**src/rtl/cwcb_pkg.sv**
```systemverilog
// Shared types, constants and CRC-32C helper functions for the chunk boundary finder.
package cwcb_pkg;

    // Fixed widths of the transaction fields
    localparam int unsigned BYTE_W = 8;
    localparam int unsigned CRC_W  = 32;
    localparam int unsigned OFF_W  = 48;

    // Defaults for the top-level parameters
    localparam int unsigned WINDOW_BYTES_DEF = 32;
    localparam int unsigned OFFSET_BITS_DEF  = 48;

    // CRC-32C, reflected form
    localparam logic [CRC_W-1:0] CRC_POLY = 32'h82F6_3B78;
    localparam logic [CRC_W-1:0] CRC_INIT = 32'hFFFF_FFFF;

    typedef struct packed {
        logic [BYTE_W-1:0] data_byte;
        logic              last_byte;
    } cwcb_in_t;

    typedef struct packed {
        logic [OFF_W-1:0] boundary_offset;
        logic             end_marker;
        logic             last_result;
    } cwcb_out_t;

    // Load strobe from the input side into the result stage
    typedef struct packed {
        logic load;
        logic last;
    } cwcb_load_t;

    // One byte through the CRC register: xor the byte in, then eight shifts
    function automatic logic [CRC_W-1:0] crc_step8(
        input logic [CRC_W-1:0]  crc,
        input logic [BYTE_W-1:0] data
    );
        logic [CRC_W-1:0] c;
        c = crc ^ {{(CRC_W-BYTE_W){1'b0}}, data};
        for (int b = 0; b < BYTE_W; b++) begin
            c = c[0] ? ((c >> 1) ^ CRC_POLY) : (c >> 1);
        end
        return c;
    endfunction

    // Push nbytes zero bytes through the register (elaboration only)
    function automatic logic [CRC_W-1:0] crc_zero_bytes(
        input logic [CRC_W-1:0] crc,
        input int unsigned      nbytes
    );
        logic [CRC_W-1:0] c;
        c = crc;
        for (int unsigned n = 0; n < nbytes; n++) begin
            c = crc_step8(c, '0);
        end
        return c;
    endfunction

    // Register contents for a window of all zero bytes
    function automatic logic [CRC_W-1:0] crc_zero_window(input int unsigned wbytes);
        return crc_zero_bytes(CRC_INIT, wbytes);
    endfunction

    // Constant term of the rolling update (init seen over wbytes and wbytes+1)
    function automatic logic [CRC_W-1:0] crc_roll_const(input int unsigned wbytes);
        return crc_zero_bytes(CRC_INIT, wbytes + 1) ^ crc_zero_bytes(CRC_INIT, wbytes);
    endfunction

    // Contribution of each bit of the dropped byte after wbytes+1 byte times
    function automatic logic [BYTE_W-1:0][CRC_W-1:0] crc_drop_basis(
        input int unsigned wbytes
    );
        logic [BYTE_W-1:0][CRC_W-1:0] basis;
        for (int j = 0; j < BYTE_W; j++) begin
            basis[j] = crc_zero_bytes(CRC_W'(1) << j, wbytes + 1);
        end
        return basis;
    endfunction

endpackage

```
**src/rtl/cwcb_window.sv**
```systemverilog
// Byte window shift line, rolling CRC-32C register and saturating byte counter.
module cwcb_window #(
    parameter int unsigned WINDOW_BYTES = cwcb_pkg::WINDOW_BYTES_DEF,
    parameter int unsigned OFFSET_BITS  = cwcb_pkg::OFFSET_BITS_DEF
) (
    input  logic                         clk,
    input  logic                         rst_n,
    input  logic                         load,
    input  logic [cwcb_pkg::BYTE_W-1:0]  data_byte,
    output logic [cwcb_pkg::CRC_W-1:0]   window_crc,
    output logic [OFFSET_BITS-1:0]       bytes_seen
);
    import cwcb_pkg::*;

    localparam logic [CRC_W-1:0] RESET_CRC  = crc_zero_window(WINDOW_BYTES);
    localparam logic [CRC_W-1:0] ROLL_CONST = crc_roll_const(WINDOW_BYTES);
    localparam logic [BYTE_W-1:0][CRC_W-1:0] DROP_BASIS = crc_drop_basis(WINDOW_BYTES);

    logic [BYTE_W-1:0]      win_reg [WINDOW_BYTES];
    logic [CRC_W-1:0]       crc_reg;
    logic [CRC_W-1:0]       crc_next;
    logic [CRC_W-1:0]       drop_term;
    logic [OFFSET_BITS-1:0] cnt_reg;
    logic [OFFSET_BITS-1:0] cnt_next;

    // Dropped oldest byte, mapped through the precomputed linear basis
    always_comb
    begin
        drop_term = '0;
        for (int j = 0; j < BYTE_W; j++) begin
            if (win_reg[0][j])
            begin
                drop_term = drop_term ^ DROP_BASIS[j];
            end
        end
    end

    // Rolling update: shift in the new byte, cancel the oldest one
    assign crc_next = crc_step8(crc_reg, data_byte) ^ drop_term ^ ROLL_CONST;

    // Saturating byte count
    assign cnt_next = (cnt_reg == '1) ? cnt_reg : cnt_reg + 1'b1;

    // Window shift line, oldest byte at index 0
    always_ff @(posedge clk or negedge rst_n)
    begin
        if (!rst_n)
        begin
            for (int i = 0; i < WINDOW_BYTES; i++) begin
                win_reg[i] <= '0;
            end
        end
        else if (load)
        begin
            for (int i = 0; i < WINDOW_BYTES - 1; i++) begin
                win_reg[i] <= win_reg[i+1];
            end
            win_reg[WINDOW_BYTES-1] <= data_byte;
        end
    end

    // CRC register and counter
    always_ff @(posedge clk or negedge rst_n)
    begin
        if (!rst_n)
        begin
            crc_reg <= RESET_CRC;
            cnt_reg <= '0;
        end
        else if (load)
        begin
            crc_reg <= crc_next;
            cnt_reg <= cnt_next;
        end
    end

    assign window_crc = crc_reg ^ CRC_INIT;
    assign bytes_seen = cnt_reg;

endmodule

```
**src/rtl/cwcb_emit.sv**
```systemverilog
// Result stage: threshold compare, split/end sequencing and output register.
module cwcb_emit #(
    parameter int unsigned WINDOW_BYTES = cwcb_pkg::WINDOW_BYTES_DEF,
    parameter int unsigned OFFSET_BITS  = cwcb_pkg::OFFSET_BITS_DEF
) (
    input  logic                        clk,
    input  logic                        rst_n,
    input  cwcb_pkg::cwcb_load_t        ld,
    input  logic [cwcb_pkg::CRC_W-1:0]  window_crc,
    input  logic [OFFSET_BITS-1:0]      bytes_seen,
    input  logic                        thr_we,
    input  logic [cwcb_pkg::CRC_W-1:0]  thr_data,
    output logic                        busy,
    output logic                        out_valid,
    input  logic                        out_stall,
    output cwcb_pkg::cwcb_out_t         out_data
);
    import cwcb_pkg::*;

    localparam logic [OFFSET_BITS-1:0] WIN_CNT = OFFSET_BITS'(WINDOW_BYTES);

    logic [CRC_W-1:0]             thr_reg;
    logic                         pend_valid_reg;
    logic                         pend_last_reg;
    logic                         split_done_reg;
    logic                         out_valid_reg;
    cwcb_out_t                    out_reg;

    logic                         split_hit;
    logic                         need_split;
    logic                         out_free;
    logic                         emit_split;
    logic                         emit_end;
    logic                         drain;
    logic [OFFSET_BITS-1:0]       start_off;
    logic [OFFSET_BITS+OFF_W-1:0] start_ext;
    logic [OFFSET_BITS+OFF_W-1:0] size_ext;

    // Window test for the pending byte
    assign split_hit  = (bytes_seen > WIN_CNT) && (window_crc <= thr_reg);
    assign need_split = pend_valid_reg && split_hit && !split_done_reg;
    assign out_free   = !out_valid_reg || !out_stall;
    assign emit_split = need_split && out_free;
    assign emit_end   = !need_split && pend_valid_reg && pend_last_reg && out_free;

    // Pending byte retires once all its results are in the output register
    assign drain = pend_valid_reg &&
                   ((emit_split && !pend_last_reg) || emit_end ||
                    (!need_split && !pend_last_reg));
    assign busy  = pend_valid_reg && !drain;

    // Offsets into the 48-bit field: keep low bits, zero-extend if narrower
    assign start_off = bytes_seen - WIN_CNT;
    assign start_ext = {{OFF_W{1'b0}}, start_off};
    assign size_ext  = {{OFF_W{1'b0}}, bytes_seen};

    // Threshold register
    always_ff @(posedge clk or negedge rst_n)
    begin
        if (!rst_n)
        begin
            thr_reg <= '0;
        end
        else if (thr_we)
        begin
            thr_reg <= thr_data;
        end
    end

    // Pending byte bookkeeping
    always_ff @(posedge clk or negedge rst_n)
    begin
        if (!rst_n)
        begin
            pend_valid_reg <= 1'b0;
            pend_last_reg  <= 1'b0;
            split_done_reg <= 1'b0;
        end
        else if (ld.load)
        begin
            pend_valid_reg <= 1'b1;
            pend_last_reg  <= ld.last;
            split_done_reg <= 1'b0;
        end
        else if (drain)
        begin
            pend_valid_reg <= 1'b0;
        end
        else if (emit_split)
        begin
            split_done_reg <= 1'b1;
        end
    end

    // Output valid
    always_ff @(posedge clk or negedge rst_n)
    begin
        if (!rst_n)
        begin
            out_valid_reg <= 1'b0;
        end
        else if (emit_split || emit_end)
        begin
            out_valid_reg <= 1'b1;
        end
        else if (!out_stall)
        begin
            out_valid_reg <= 1'b0;
        end
    end

    // Output payload
    always_ff @(posedge clk)
    begin
        if (emit_split)
        begin
            out_reg.boundary_offset <= start_ext[OFF_W-1:0];
            out_reg.end_marker      <= 1'b0;
            out_reg.last_result     <= !pend_last_reg;
        end
        else if (emit_end)
        begin
            out_reg.boundary_offset <= size_ext[OFF_W-1:0];
            out_reg.end_marker      <= 1'b1;
            out_reg.last_result     <= 1'b1;
        end
    end

    assign out_valid = out_valid_reg;
    assign out_data  = out_reg;

endmodule

```
**src/rtl/crc_window_chunk_boundary.sv**
```systemverilog
// Top level of the CRC-32C windowed content-defined chunk boundary finder.
//
// Input channel (in_valid / in_stall / in_data): one file byte per transaction,
// with last_byte marking the final byte of a file. One byte can be taken in
// every cycle while in_stall is low. The window CRC is rolled forward by a fixed
// XOR network, so the state update for a byte is done in the cycle it is accepted.
// Output channel (out_valid / out_stall / out_data): split offsets and the
// end-of-file size. A byte gives zero, one or two transactions; a split comes
// before the end marker, and last_result flags the final one of the byte.
// The window state is updated at the edge that accepts a byte; the result stage
// then loads its results into the output register once that register is free.
// Throughput: one byte per cycle while the receiver does not stall and each byte
// yields at most one result; a byte with both a split and an end marker holds
// the result stage until both results are in the output register.
// When the receiver stalls, the output register holds its transaction, and
// in_stall rises once the pending byte cannot move its results out.
// Configuration (cfg_valid / cfg_ready / cfg_data) writes the 32-bit CRC
// threshold; cfg_ready is always high. Write it only while the block is idle.
// Reset clears the window to zero bytes, the count and threshold to zero;
// a new file starts after reset.
module crc_window_chunk_boundary #(
    parameter int unsigned WINDOW_BYTES = cwcb_pkg::WINDOW_BYTES_DEF,
    parameter int unsigned OFFSET_BITS  = cwcb_pkg::OFFSET_BITS_DEF
) (
    input  logic                        clk,
    input  logic                        rst_n,
    input  logic                        in_valid,
    output logic                        in_stall,
    input  cwcb_pkg::cwcb_in_t          in_data,
    output logic                        out_valid,
    input  logic                        out_stall,
    output cwcb_pkg::cwcb_out_t         out_data,
    input  logic                        cfg_valid,
    output logic                        cfg_ready,
    input  logic [cwcb_pkg::CRC_W-1:0]  cfg_data
);
    import cwcb_pkg::*;

    logic                   in_acc;
    logic                   busy;
    logic [CRC_W-1:0]       window_crc;
    logic [OFFSET_BITS-1:0] bytes_seen;
    cwcb_load_t             ld;

    assign cfg_ready = 1'b1;
    assign in_stall  = busy;
    assign in_acc    = in_valid && !busy;
    assign ld.load   = in_acc;
    assign ld.last   = in_data.last_byte;

    cwcb_window #(
        .WINDOW_BYTES (WINDOW_BYTES),
        .OFFSET_BITS  (OFFSET_BITS)
    ) u_window (
        .clk        (clk),
        .rst_n      (rst_n),
        .load       (in_acc),
        .data_byte  (in_data.data_byte),
        .window_crc (window_crc),
        .bytes_seen (bytes_seen)
    );

    cwcb_emit #(
        .WINDOW_BYTES (WINDOW_BYTES),
        .OFFSET_BITS  (OFFSET_BITS)
    ) u_emit (
        .clk        (clk),
        .rst_n      (rst_n),
        .ld         (ld),
        .window_crc (window_crc),
        .bytes_seen (bytes_seen),
        .thr_we     (cfg_valid && cfg_ready),
        .thr_data   (cfg_data),
        .busy       (busy),
        .out_valid  (out_valid),
        .out_stall  (out_stall),
        .out_data   (out_data)
    );

    // Each accepted byte advances the count by one unless saturated
    assert property (@(posedge clk) disable iff (!rst_n)
        (rst_n && in_acc) |=>
            (bytes_seen == $past(bytes_seen) + 1'b1) ||
            (($past(bytes_seen) == '1) && (bytes_seen == '1)))
        else $error("byte count did not advance on accepted byte");

    // Without an accepted byte the window state holds
    assert property (@(posedge clk) disable iff (!rst_n)
        (rst_n && !in_acc) |=> ($stable(bytes_seen) && $stable(window_crc)))
        else $error("window state changed without an accepted byte");

    // An end marker is always the final result of its byte
    assert property (@(posedge clk) disable iff (!rst_n)
        (out_valid && out_data.end_marker) |-> out_data.last_result)
        else $error("end marker without last_result");

endmodule

```
**config.mk**
```make
export PLATFORM = sky130hd
export DESIGN_NAME = crc_window_chunk_boundary
export DESIGN_NICKNAME = d
export VERILOG_FILES = /design/src/rtl/cwcb_pkg.sv /design/src/rtl/cwcb_window.sv /design/src/rtl/cwcb_emit.sv /design/src/rtl/crc_window_chunk_boundary.sv
export SDC_FILE = /design/constraint.sdc
export NUM_CORES = 1
export LEC_CHECK = 0
export BUFFER_PORTS_ARGS = -buffer_cell sky130_fd_sc_hd__clkbuf_2
export CAP_MARGIN = 20
export CORE_ASPECT_RATIO = 0.75
export CORE_MARGIN = 8
export CORE_UTILIZATION = 55
export CTS_BUF_LIST = sky130_fd_sc_hd__clkbuf_8 sky130_fd_sc_hd__clkbuf_16
export DETAILED_ROUTE_END_ITERATION = 10
export PLACE_DENSITY = 0.73
export SETUP_SLACK_MARGIN = 0.2
export SKIP_CTS_REPAIR_TIMING = 1
export SYNTH_ARGS = -nofsm -noshare
export SYNTH_HDL_FRONTEND = slang
export SYNTH_SLANG_ARGS = --single-unit
```
**constraint.sdc**
```tcl
create_clock -name clk -period 11.7 [get_ports clk]
set_input_delay 1.755 -clock clk [delete_from_list [all_inputs] [get_ports clk]]
set_output_delay 1.755 -clock clk [all_outputs]
set_load 0.03 [all_outputs]
```
# ---- After elaboration in Yosys (flattened, before gate mapping)
# Index checks and enable logic that the tools add are counted.
# W data, S select, Z words.
dict set report classes {
  muxes 25
  n_eq_ne 3
  n_bitwise 20
  n_addsub 2
  reduce_logical 28
  magnitude_cmp 2
}
# op count
set op_table {}
lappend op_table {{$mux W32} 13}
lappend op_table {{$not A16 Y17} 9}
lappend op_table {{$mux W50} 2}
lappend op_table {{$mux W31} 3}
lappend op_table {{$add A48 B1 Y48 const B} 1}
lappend op_table {{$eq A48 B48 Y1 const B} 1}
lappend op_table {{$gt A48 B6 Y1 const B} 1}
lappend op_table {{$sub A48 B6 Y48 const B} 1}
lappend op_table {{$not A15 Y15} 3}
lappend op_table {{$not A17 Y17} 2}
lappend op_table {{$le A32 B32 Y1} 1}
lappend op_table {{$not A32 Y32} 1}
lappend op_table {{$xor A32 B32 Y32} 1}
lappend op_table {{$xor A32 B8 Y32} 1}
lappend op_table {{$not A19 Y19} 1}
lappend op_table {{$not A16 Y16} 1}
lappend op_table {{$logic_and A1 B1 Y1} 12}
lappend op_table {{$logic_not A1 Y1} 7}
lappend op_table {{$mux W1} 7}
lappend op_table {{$reduce_bool A2 Y1} 3}
lappend op_table {{$logic_or A1 B1 Y1} 4}
lappend op_table {{$reduce_and A2 Y1} 2}
lappend op_table {{$ne A2 B1 Y1 const B} 1}
lappend op_table {{$ne A2 B2 Y1 const B} 1}
lappend op_table {{$not A1 Y1} 1}
dict set report totals {
  word_cells 122
  reg_bits 422
}

# ---- Logic depth before layout (Yosys ltp)
# Gate-level depths: netlist of the first run.
dict set report depth {
  word_depth 19
  depth_mapped 14
}

# ---- Hierarchy
# Synthesis of the first run repeated with hierarchy kept, for this count alone.
dict set report hier_totals {
  hier_cells 1594
  area_unflattened_um2 19727.7
}
# module n_inst cells_each area_per_inst_um2 seq_area_each_um2
set by_module_without_submodules {}
lappend by_module_without_submodules {cwcb_window 1 1013 14341.3 8430.6}
lappend by_module_without_submodules {cwcb_emit 1 578 5361.4 2392.3}
lappend by_module_without_submodules {crc_window_chunk_boundary 1 3 25.0 0.0}

# ---- Least setup slack after synthesis of the first run
# Ideal clock, no wire load.
dict set report synth_path {
  path_type {reg2out}
  from {register u_window.cnt_reg[10] (netlist: u_window.bytes_seen[10])}
  to {output port in_stall}
  path_stages_with_launch 10
  n_path_buf 2
  slack_ps 7103
  t_arrival_ps 2842
  path_cell_list {dfrtp_1 -> buf_2 -> or4_4 -> or3_4 -> or2_1 -> buf_2 -> or3_4 -> nand2_4 -> nor2_2 -> maj3_1}
}
dict set report synth_via {
  elab_chain_cells 13
}
# element line_no
set synth_lines {}
lappend synth_lines {{from (decl)} cwcb_window.sv:23} ;# logic [OFFSET_BITS-1:0] cnt_reg;
lappend synth_lines {{from (signal assigned)} cwcb_window.sv:73} ;# cnt_reg <= cnt_next;
lappend synth_lines {{$gt A48 B6 Y1 (*)} cwcb_emit.sv:40} ;# assign split_hit = (bytes_seen > WIN_CNT) && (window_crc <= thr_reg);
lappend synth_lines {{$logic_and A1 B1 Y1 (*)} cwcb_emit.sv:40}
lappend synth_lines {{$logic_and A1 B1 Y1 (*) (2 in a row)} cwcb_emit.sv:41} ;# assign need_split = pend_valid_reg && split_hit && !split_done_reg;
lappend synth_lines {{$logic_not A1 Y1} {cwcb_emit.sv:44, cwcb_emit.sv:49}}
lappend synth_lines {{$logic_and A1 B1 Y1 (3 in a row)} cwcb_emit.sv:44} ;# assign emit_end = !need_split && pend_valid_reg && pend_last_reg && out_free;
lappend synth_lines {{$logic_or A1 B1 Y1} cwcb_emit.sv:48} ;# ((emit_split && !pend_last_reg) || emit_end ||
lappend synth_lines {{$logic_or A1 B1 Y1 (*)} cwcb_emit.sv:48}
lappend synth_lines {{$logic_and A1 B1 Y1 (*)} cwcb_emit.sv:47} ;# assign drain = pend_valid_reg &&
lappend synth_lines {{$logic_not A1 Y1 (*)} cwcb_emit.sv:50} ;# assign busy = pend_valid_reg && !drain;
lappend synth_lines {{$logic_and A1 B1 Y1 (*)} cwcb_emit.sv:50}
lappend synth_lines {{to (decl)} crc_window_chunk_boundary.sv:28} ;# output logic in_stall,
# Mark *: on every way between the ends. The rest lies on a longest branch, timed or not.

# ---- Final worst setup path of the first run
dict set report layout_path {
  from {register u_window.crc_reg[21]}
  to {output port in_stall}
}
dict set report layout_via {
  elab_chain_cells 14
}
# element line_no
set layout_lines {}
lappend layout_lines {{from (decl)} cwcb_window.sv:20} ;# logic [CRC_W-1:0] crc_reg;
lappend layout_lines {{from (signal assigned)} cwcb_window.sv:72} ;# crc_reg <= crc_next;
lappend layout_lines {{$not A32 Y32 (no source line) (*)} -}
lappend layout_lines {{$le A32 B32 Y1 (*)} cwcb_emit.sv:40}
lappend layout_lines {{$logic_and A1 B1 Y1 (*)} cwcb_emit.sv:40}
lappend layout_lines {{$logic_and A1 B1 Y1 (*) (2 in a row)} cwcb_emit.sv:41}
lappend layout_lines {{$logic_not A1 Y1} {cwcb_emit.sv:44, cwcb_emit.sv:49}}
lappend layout_lines {{$logic_and A1 B1 Y1 (3 in a row)} cwcb_emit.sv:44}
lappend layout_lines {{$logic_or A1 B1 Y1} cwcb_emit.sv:48}
lappend layout_lines {{$logic_or A1 B1 Y1 (*)} cwcb_emit.sv:48}
lappend layout_lines {{$logic_and A1 B1 Y1 (*)} cwcb_emit.sv:47}
lappend layout_lines {{$logic_not A1 Y1 (*)} cwcb_emit.sv:50}
lappend layout_lines {{$logic_and A1 B1 Y1 (*)} cwcb_emit.sv:50}
# Marks and branches as above.

==> impl_metrics.csv, run 1 <==
group,metric,value,unit
worst_setup_path,crit_path_end_kind,"output port",
yosys,yosysTopAreaCellShare,45.4,%
place,hpwl,27500,µm
clock_tree,cts_buffer_depth,3,
worst_hold_path,min-delay-path-class,"flop to flop",
sta,min_period_over_period,48.3,%
final_layout,stdcell_count,2631,
place,port_buffers,97,
detailed_routing,detail-route-antenna-nets,0,
worst_setup_path,cp_max_fo,9,
detailed_routing,viasPerCell,5.39,
sta,finalHoldViolCount,0,
yosys,async_reset_ff_share,88.2,%
yosys,synth.cell_area,19500,µm²
global_routing,gr-total-overflow,0,
sta,setup_viol,0,
pwr,vdd_drop_max,0.000139,V
final_layout,drive_above_1_share,10.4,%
yosys,ys_ff_latch,422,
job,max_cap_viol_count,0,
sta,max-slew-margin-rel,29.4,%
global_routing,grt_max_degree,190,
sta,worst_pin_slew,1060,ps
pwr,power,6190,µW
worst_setup_path,crit_path_end,"in_stall",
die,start_util,56.0,%
final_layout,fin_area,21600,µm²
clock_tree,cts.sinks,422,
place,place_area,20300,µm²
sta,maxSlewViolCount,0,
worst_setup_path,cp.arrival,3890,ps
worst_setup_path,cpMaxStageDelayCell,"a311oi_1",
sta,min_period,5650,ps
yosys,synth.net_count,2183,
final_layout,multi_input_area,7910,µm²
die,pin_count,99,
worst_setup_path,critPathKind,"flop to output port",
clock_tree,cts_tree,"built",
yosys,synth-main-ff-cell,"dfrtp_1",
clock_tree,clock_latency,550,ps
sta,rsz0062_at_grt,"false",
clock_tree,h-tree-depth,2,
worst_setup_path,crit_start,"u_window.crc_reg[21]",
pwr,powerDensity,286,nW/µm²
sta,setup_tns,0,ps
detailed_routing,vias,14200,
yosys,avgSynthCellArea,9.29,µm²
detailed_routing,drtIter0Drc,1260,
sta,skew,20.4,ps
yosys,ys_types,57,
yosys,ys_seq_area_share,55.5,%
place,dp_cells,2554,
detailed_routing,wire_per_inst,16.1,µm
final_layout,largest_reg_flops,256,
final_layout,post-route-util,62.0,%
pwr,power.leakage,0.0106,µW
yosys,synthCells,2101,
clock_tree,clk_pin_slew,60,ps
die,core,34800,µm²
worst_setup_path,rr_startpoint,"u_window.bytes_seen[26]",
final_layout,fin_nets,2225,
sta,max_freq,0.177,GHz
global_routing,grt_use_total,20.5,%
global_routing,grt_pass1_vias,13700,
detailed_routing,finalWirelength,42400,µm
worst_setup_path,r2r_setup_slack,6620,ps
die,dieArea,41800,µm²
worst_setup_path,path_cells,"inv_1, ha_1, nand4_1, nor4_1, nand3_1, a311oi_1, nand2_4, nor2_2, maj3_1, clkbuf_2",
worst_setup_path,critPathLaunchType,"flop",
global_routing,grt_pass1_wl,70400,µm
final_layout,ff_latch_area,10800,µm²
die,rows,59,
worst_setup_path,cp_slowest_stage_delay,560,ps
status,status,"completed",
yosys,synth_area_leaders,"dfrtp_1 (45%), nand2_1 (17%), edfxtp_1 (7.5%)",
die,die_h,179,µm
final_layout,area_growth,10.7,%
worst_setup_path,regToRegEndpoint,"u_window.win_reg[231]",
detailed_routing,first_pass_iters,5,
clock_tree,cts_made_buffers,43,
die,die_w,234,µm
global_routing,antenna_found_initial,0,
yosys,synth_edf_count,49,
worst_setup_path,crit_required,9950,ps
detailed_routing,drc,0,
clock_tree,root_buffer,"clkbuf_16",
yosys,synth_top_area_cell,"dfrtp_1",
worst_setup_path,r2r_cells,10,
final_layout,fillers,2886,
yosys,synth_warnings,0,
final_layout,antennaDiodeCount,0,
place,gp_congestion,0.931,
cell usage after synthesis (2+ instances only):
cell / number
and2_1: 8
nor4_1: 18
a21o_1: 4
nor2_1: 25
nor4b_1: 4
mux2i_1: 12
xor2_1: 65
buf_2: 39
nor4_2: 13
a21oi_1: 18
inv_1: 77
or3_4: 2
clkbuf_1: 77
nand4_1: 25
a211oi_1: 3
a221o_1: 2
ha_1: 36
o211ai_1: 12
dfstp_2: 18
o21a_1: 3
nor3_1: 25
dfrtp_1: 354
or3_1: 7
nand2b_1: 2
mux2_2: 2
or4_1: 10
o41ai_1: 13
xnor2_1: 136
o31ai_1: 9
edfxtp_1: 49
and4_1: 6
o21ai_0: 71
nand3_1: 26
buf_4: 2
and3_1: 3
or2_2: 5
o311ai_0: 13
nand2_1: 888
where the power goes:
part,internal [µW],switching (µW)
clock,745,556
sequential,2030,247
combinational,946,1660
total,3720,2470
cell usage in the layout (no fill, tap or decap), drive strengths merged, types with 18 or more instances in the layout:
master,count
xor2,65
nand3,26
clkbuf,148
nor3,25
dfstp,18
ha,36
inv,90
nand2,889
xnor2,136
a21oi,18
dfrtp,354
nor4,31
nand4,25
buf,21
edfxtp,49
o21ai,72
nor2,26
worst max-delay path, delay by kind of cell, from the launching register on:
family / cells / cell delay [ps]
AO/OA/AOI/OAI: 1 / 560
AND/OR/NAND/NOR: 5 / 1350
buffers and inverters: 2 / 320
flip-flops: 1 / 530
adder cells (fa/ha/maj): 2 / 590
per-layer routing:
layer | track usage, % | part of all wire, % | up-vias
met5 | 0 | 0 | -
met4 | 4.71 | 1.7 | 0
met1 | 30.7 | 49 | 6969
li1 | - | - | 6851
met2 | 31.1 | 44 | 287
met3 | 3.19 | 5.1 | 65
kinds of logic (layout without fill, tap and decap cells):
family                     after synthesis  count (layout)  synth area share (%)
muxes                                   14              14                 0.731
AOI/OAI and AO/OA                      158             158                  5.29
DFF                                    422             422                  55.5
buffers and inverters                  197             270                  4.12
other                                    1               1                0.0192
adders and majority gates               37              37                  2.36
xor gates and xnor gates               201             201                  9.02
and+or+nand+nor                       1071            1071                  23.0
how the worst min path moves through the flow:
stage | start | end | cells past startpoint
CTS | u_window.win_reg[176] | u_window.win_reg[184] | 2
detailed placement | u_window.win_reg[46] | u_window.win_reg[54] | 2
finish | u_window.win_reg[200] | u_window.win_reg[208] | 2
global route | u_window.win_reg[103] | u_window.win_reg[111] | 2
floorplan | u_window.win_reg[92] | u_window.win_reg[100] | 2
global placement | u_window.win_reg[159] | u_window.win_reg[167] | 2
cell type report:
cell class,instances,share of cell area [%]
clock buffers,52,5.55
clock inverters,24,0.625
inverters,77,1.34
multi-input cells,1482,36.6
flip-flops and latches,422,50.1
well taps,457,2.65
repair buffers,117,3.16
metrics by stage:
stage,hold WS (ps),setup WS (ps)
after floorplan,439,7100
after global placement,448,6680
after detailed placement,450,6660
after CTS,462,6090
after global routing,480,5860
final,460,6050
(Power assumes the default switching activity.)
==> run 2: changes to the inputs <==
--- a/config.mk
+++ b/config.mk
@@ -5,6 +5,7 @@
 export SDC_FILE = /design/constraint.sdc
 export NUM_CORES = 1
 export LEC_CHECK = 0
+export ABC_AREA = 1
 export BUFFER_PORTS_ARGS = -buffer_cell sky130_fd_sc_hd__clkbuf_2
 export CAP_MARGIN = 20
 export CORE_ASPECT_RATIO = 0.75
@@ -12,7 +13,7 @@
 export CORE_UTILIZATION = 55
 export CTS_BUF_LIST = sky130_fd_sc_hd__clkbuf_8 sky130_fd_sc_hd__clkbuf_16
 export DETAILED_ROUTE_END_ITERATION = 10
-export PLACE_DENSITY = 0.73
+export PLACE_DENSITY = 0.75
 export SETUP_SLACK_MARGIN = 0.2
 export SKIP_CTS_REPAIR_TIMING = 1
 export SYNTH_ARGS = -nofsm -noshare
==> constraint.sdc (replaced) <==
create_clock -name clk -period 4.7 [get_ports clk]
set_input_delay 0.705 -clock clk [delete_from_list [all_inputs] [get_ports clk]]
set_output_delay 0.705 -clock clk [all_outputs]
set_load 0.03 [all_outputs]
==> impl_metrics.csv, run 2 <==
group,metric,value,unit
worst_setup_path,crit_path_end_kind,"output port",
final_layout,layout_commonest_cell,"nand2_1",
yosys,synth_top_area_cell,"dfrtp_1",
final_layout,antennaDiodeCount,0,
sta,rsz0062_at_grt,"false",
yosys,async_reset_ff_share,88.2,%
clock_tree,root_buffer,"clkbuf_16",
detailed_routing,finalWirelength,58300,µm
pwr,power,14000,µW
sta,worst_pin_slew,1120,ps
detailed_routing,drtIter0Drc,1835,
yosys,synth_area_leaders,"dfrtp_1 (40%), nand2_1 (15%), xor2_1 (7.1%)",
clock_tree,cts_buffer_depth,3,
place,hpwl,39800,µm
die,pin_count,99,
yosys,ys_types,48,
yosys,synth-main-ff-cell,"dfrtp_1",
place,port_buffers,97,
die,rows,63,
yosys,synthCells,2657,
yosys,synth_edf_count,49,
place,place_area,22600,µm²
clock_tree,clock_latency,560,ps
global_routing,antenna_found_initial,1,
sta,setup_tns,0,ps
detailed_routing,viasPerCell,5.49,
detailed_routing,drc,0,
worst_setup_path,critPathKind,"flop to output port",
status,status,"completed",
worst_setup_path,crit_required,3990,ps
clock_tree,clk_pin_slew,60,ps
place,gp_congestion,0.951,
detailed_routing,vias,17700,
yosys,yosysTopAreaCellShare,40.2,%
final_layout,multi_input_area,9610,µm²
final_layout,area_growth,9.63,%
worst_setup_path,critPathLaunchType,"flop",
final_layout,ff_latch_area,10800,µm²
worst_setup_path,cp_max_fo,27,
sta,max_freq,0.241,GHz
job,max_cap_viol_count,0,
final_layout,fillers,3464,
detailed_routing,detail-route-antenna-nets,0,
sta,max-slew-margin-rel,25.4,%
worst_hold_path,min-delay-path-class,"input port to asynchronous set/reset pin",
sta,setup_viol,0,
global_routing,grt_pass1_vias,16800,
worst_setup_path,r2r_setup_slack,1000,ps
final_layout,fin_area,24100,µm²
die,core,39500,µm²
die,die_w,247,µm
pwr,powerDensity,581,nW/µm²
detailed_routing,wire_per_inst,18.0,µm
sta,min_period,4160,ps
global_routing,grt_max_degree,208,
die,dieArea,46700,µm²
yosys,ys_ff_latch,422,
final_layout,post-route-util,61.1,%
final_layout,drive_above_1_share,9.16,%
pwr,power.leakage,0.0125,µW
clock_tree,cts_made_buffers,43,
yosys,synth.cell_area,22000,µm²
clock_tree,cts_tree,"built",
yosys,synthMostInstantiatedCell,"nand2_1",
clock_tree,cts.sinks,422,
global_routing,grt_pass1_wl,93700,µm
global_routing,gr-total-overflow,0,
die,die_h,189,µm
worst_setup_path,rr_startpoint,"u_window.crc_reg[6]",
worst_setup_path,cp.arrival,3450,ps
yosys,synth_top_cells_by_count,"nand2_1 (902), dfrtp_1 (354), nand3_1 (294)",
pwr,vdd_drop_max,0.000611,V
yosys,ys_seq_area_share,49.2,%
yosys,avgSynthCellArea,8.29,µm²
final_layout,layout_common_cells,"nand2_1 (901), dfrtp_1 (354), nand3_1 (294)",
yosys,synth_warnings,0,
worst_setup_path,crit_start,"u_window.crc_reg[6]",
die,start_util,55.7,%
sta,finalHoldViolCount,0,
global_routing,grt_use_total,24.9,%
sta,skew,17.7,ps
yosys,synth.net_count,2739,
sta,min_period_over_period,88.4,%
clock_tree,h-tree-depth,2,
detailed_routing,first_pass_iters,5,
final_layout,fin_nets,2755,
sta,maxSlewViolCount,0,
final_layout,largest_reg_flops,256,
==> run 2: changes by cell type after synthesis, sizes merged, moves of 14 or more <==
cell / delta
inv: +113
o21ai: +32
buf: +38
nand3: +279
o311ai: -14
xor2: +115
nand2: +22
nand4: +48
nor4: -23
nor2: +128
xnor2: -88
==> run 2: area by class of cell <==
type	count	area share (%)
Clock buffer	52	5.07
Clock inverter	28	1.38
Inverter	192	2.99
Multi-Input combinational cell	1897	39.8
Sequential cell	422	44.8
Tap cell	520	2.70
Timing Repair Buffer	117	3.18
==> run 2: through the flow <==
| stage | worst slack [ps] | std cells | hold WS, ps |
|---|---|---|---|
| after global routing | 274 | 3228 | 237 |
| after floorplan | 1700 | 2657 | 409 |
| after detailed placement | 995 | 3148 | 459 |
| after global placement | 1100 | 3148 | 454 |
| after CTS | 532 | 3228 | 195 |
| final | 544 | 3228 | 168 |
==> run 2: critical path: stages (launching register included) <==
cell,delay (ps)
dfstp_2,540
inv_1,140
ha_1,320
nand2_1,70
nor2_1,150
nand4_1,110
nor2_1,200
nand2_1,80
nand2_1,180
nand2_4,90
nand2_4,290
nand2_2,110
inv_2,100
nand2_8,180
inv_1,110
clkbuf_2,200
==> run 2: final timing paths <==
path,endpoint,cells past startpoint
setup / recovery,in_stall,15
hold / removal,u_window.win_reg[124],1
setup reg to reg,u_window.win_reg[143],17
hold reg to reg,u_window.win_reg[35],2
max in group asynchronous,u_window.win_reg[181],2
min in group clk,u_emit.thr_reg[2],3
==> run 2: logic make-up after synthesis <==
kind of cell    synth area share (%)
xor+xnor                        9.22
fa+ha+maj                       2.05
mux                           0.0512
buf+inv                         7.30
compound gates                  3.26
simple gates                    28.9
other cells                   0.0170
flops                           49.2
==> run 2: metal layers <==
layer | share of wire [%] | vias up | GRT usage [%]
met2 | 41 | 570 | 34.4
li1 | - | 8517 | -
met3 | 8.7 | 81 | 6.25
met4 | 1.9 | 2 | 5.40
met5 | 0.022 | - | 0
met1 | 48 | 8548 | 38.7
==> run 2: where the power goes <==
group          switching [µW]  internal (µW)
clock                    1490           2250
sequential                623           4830
combinational            3060           1770
total                    5170           8840
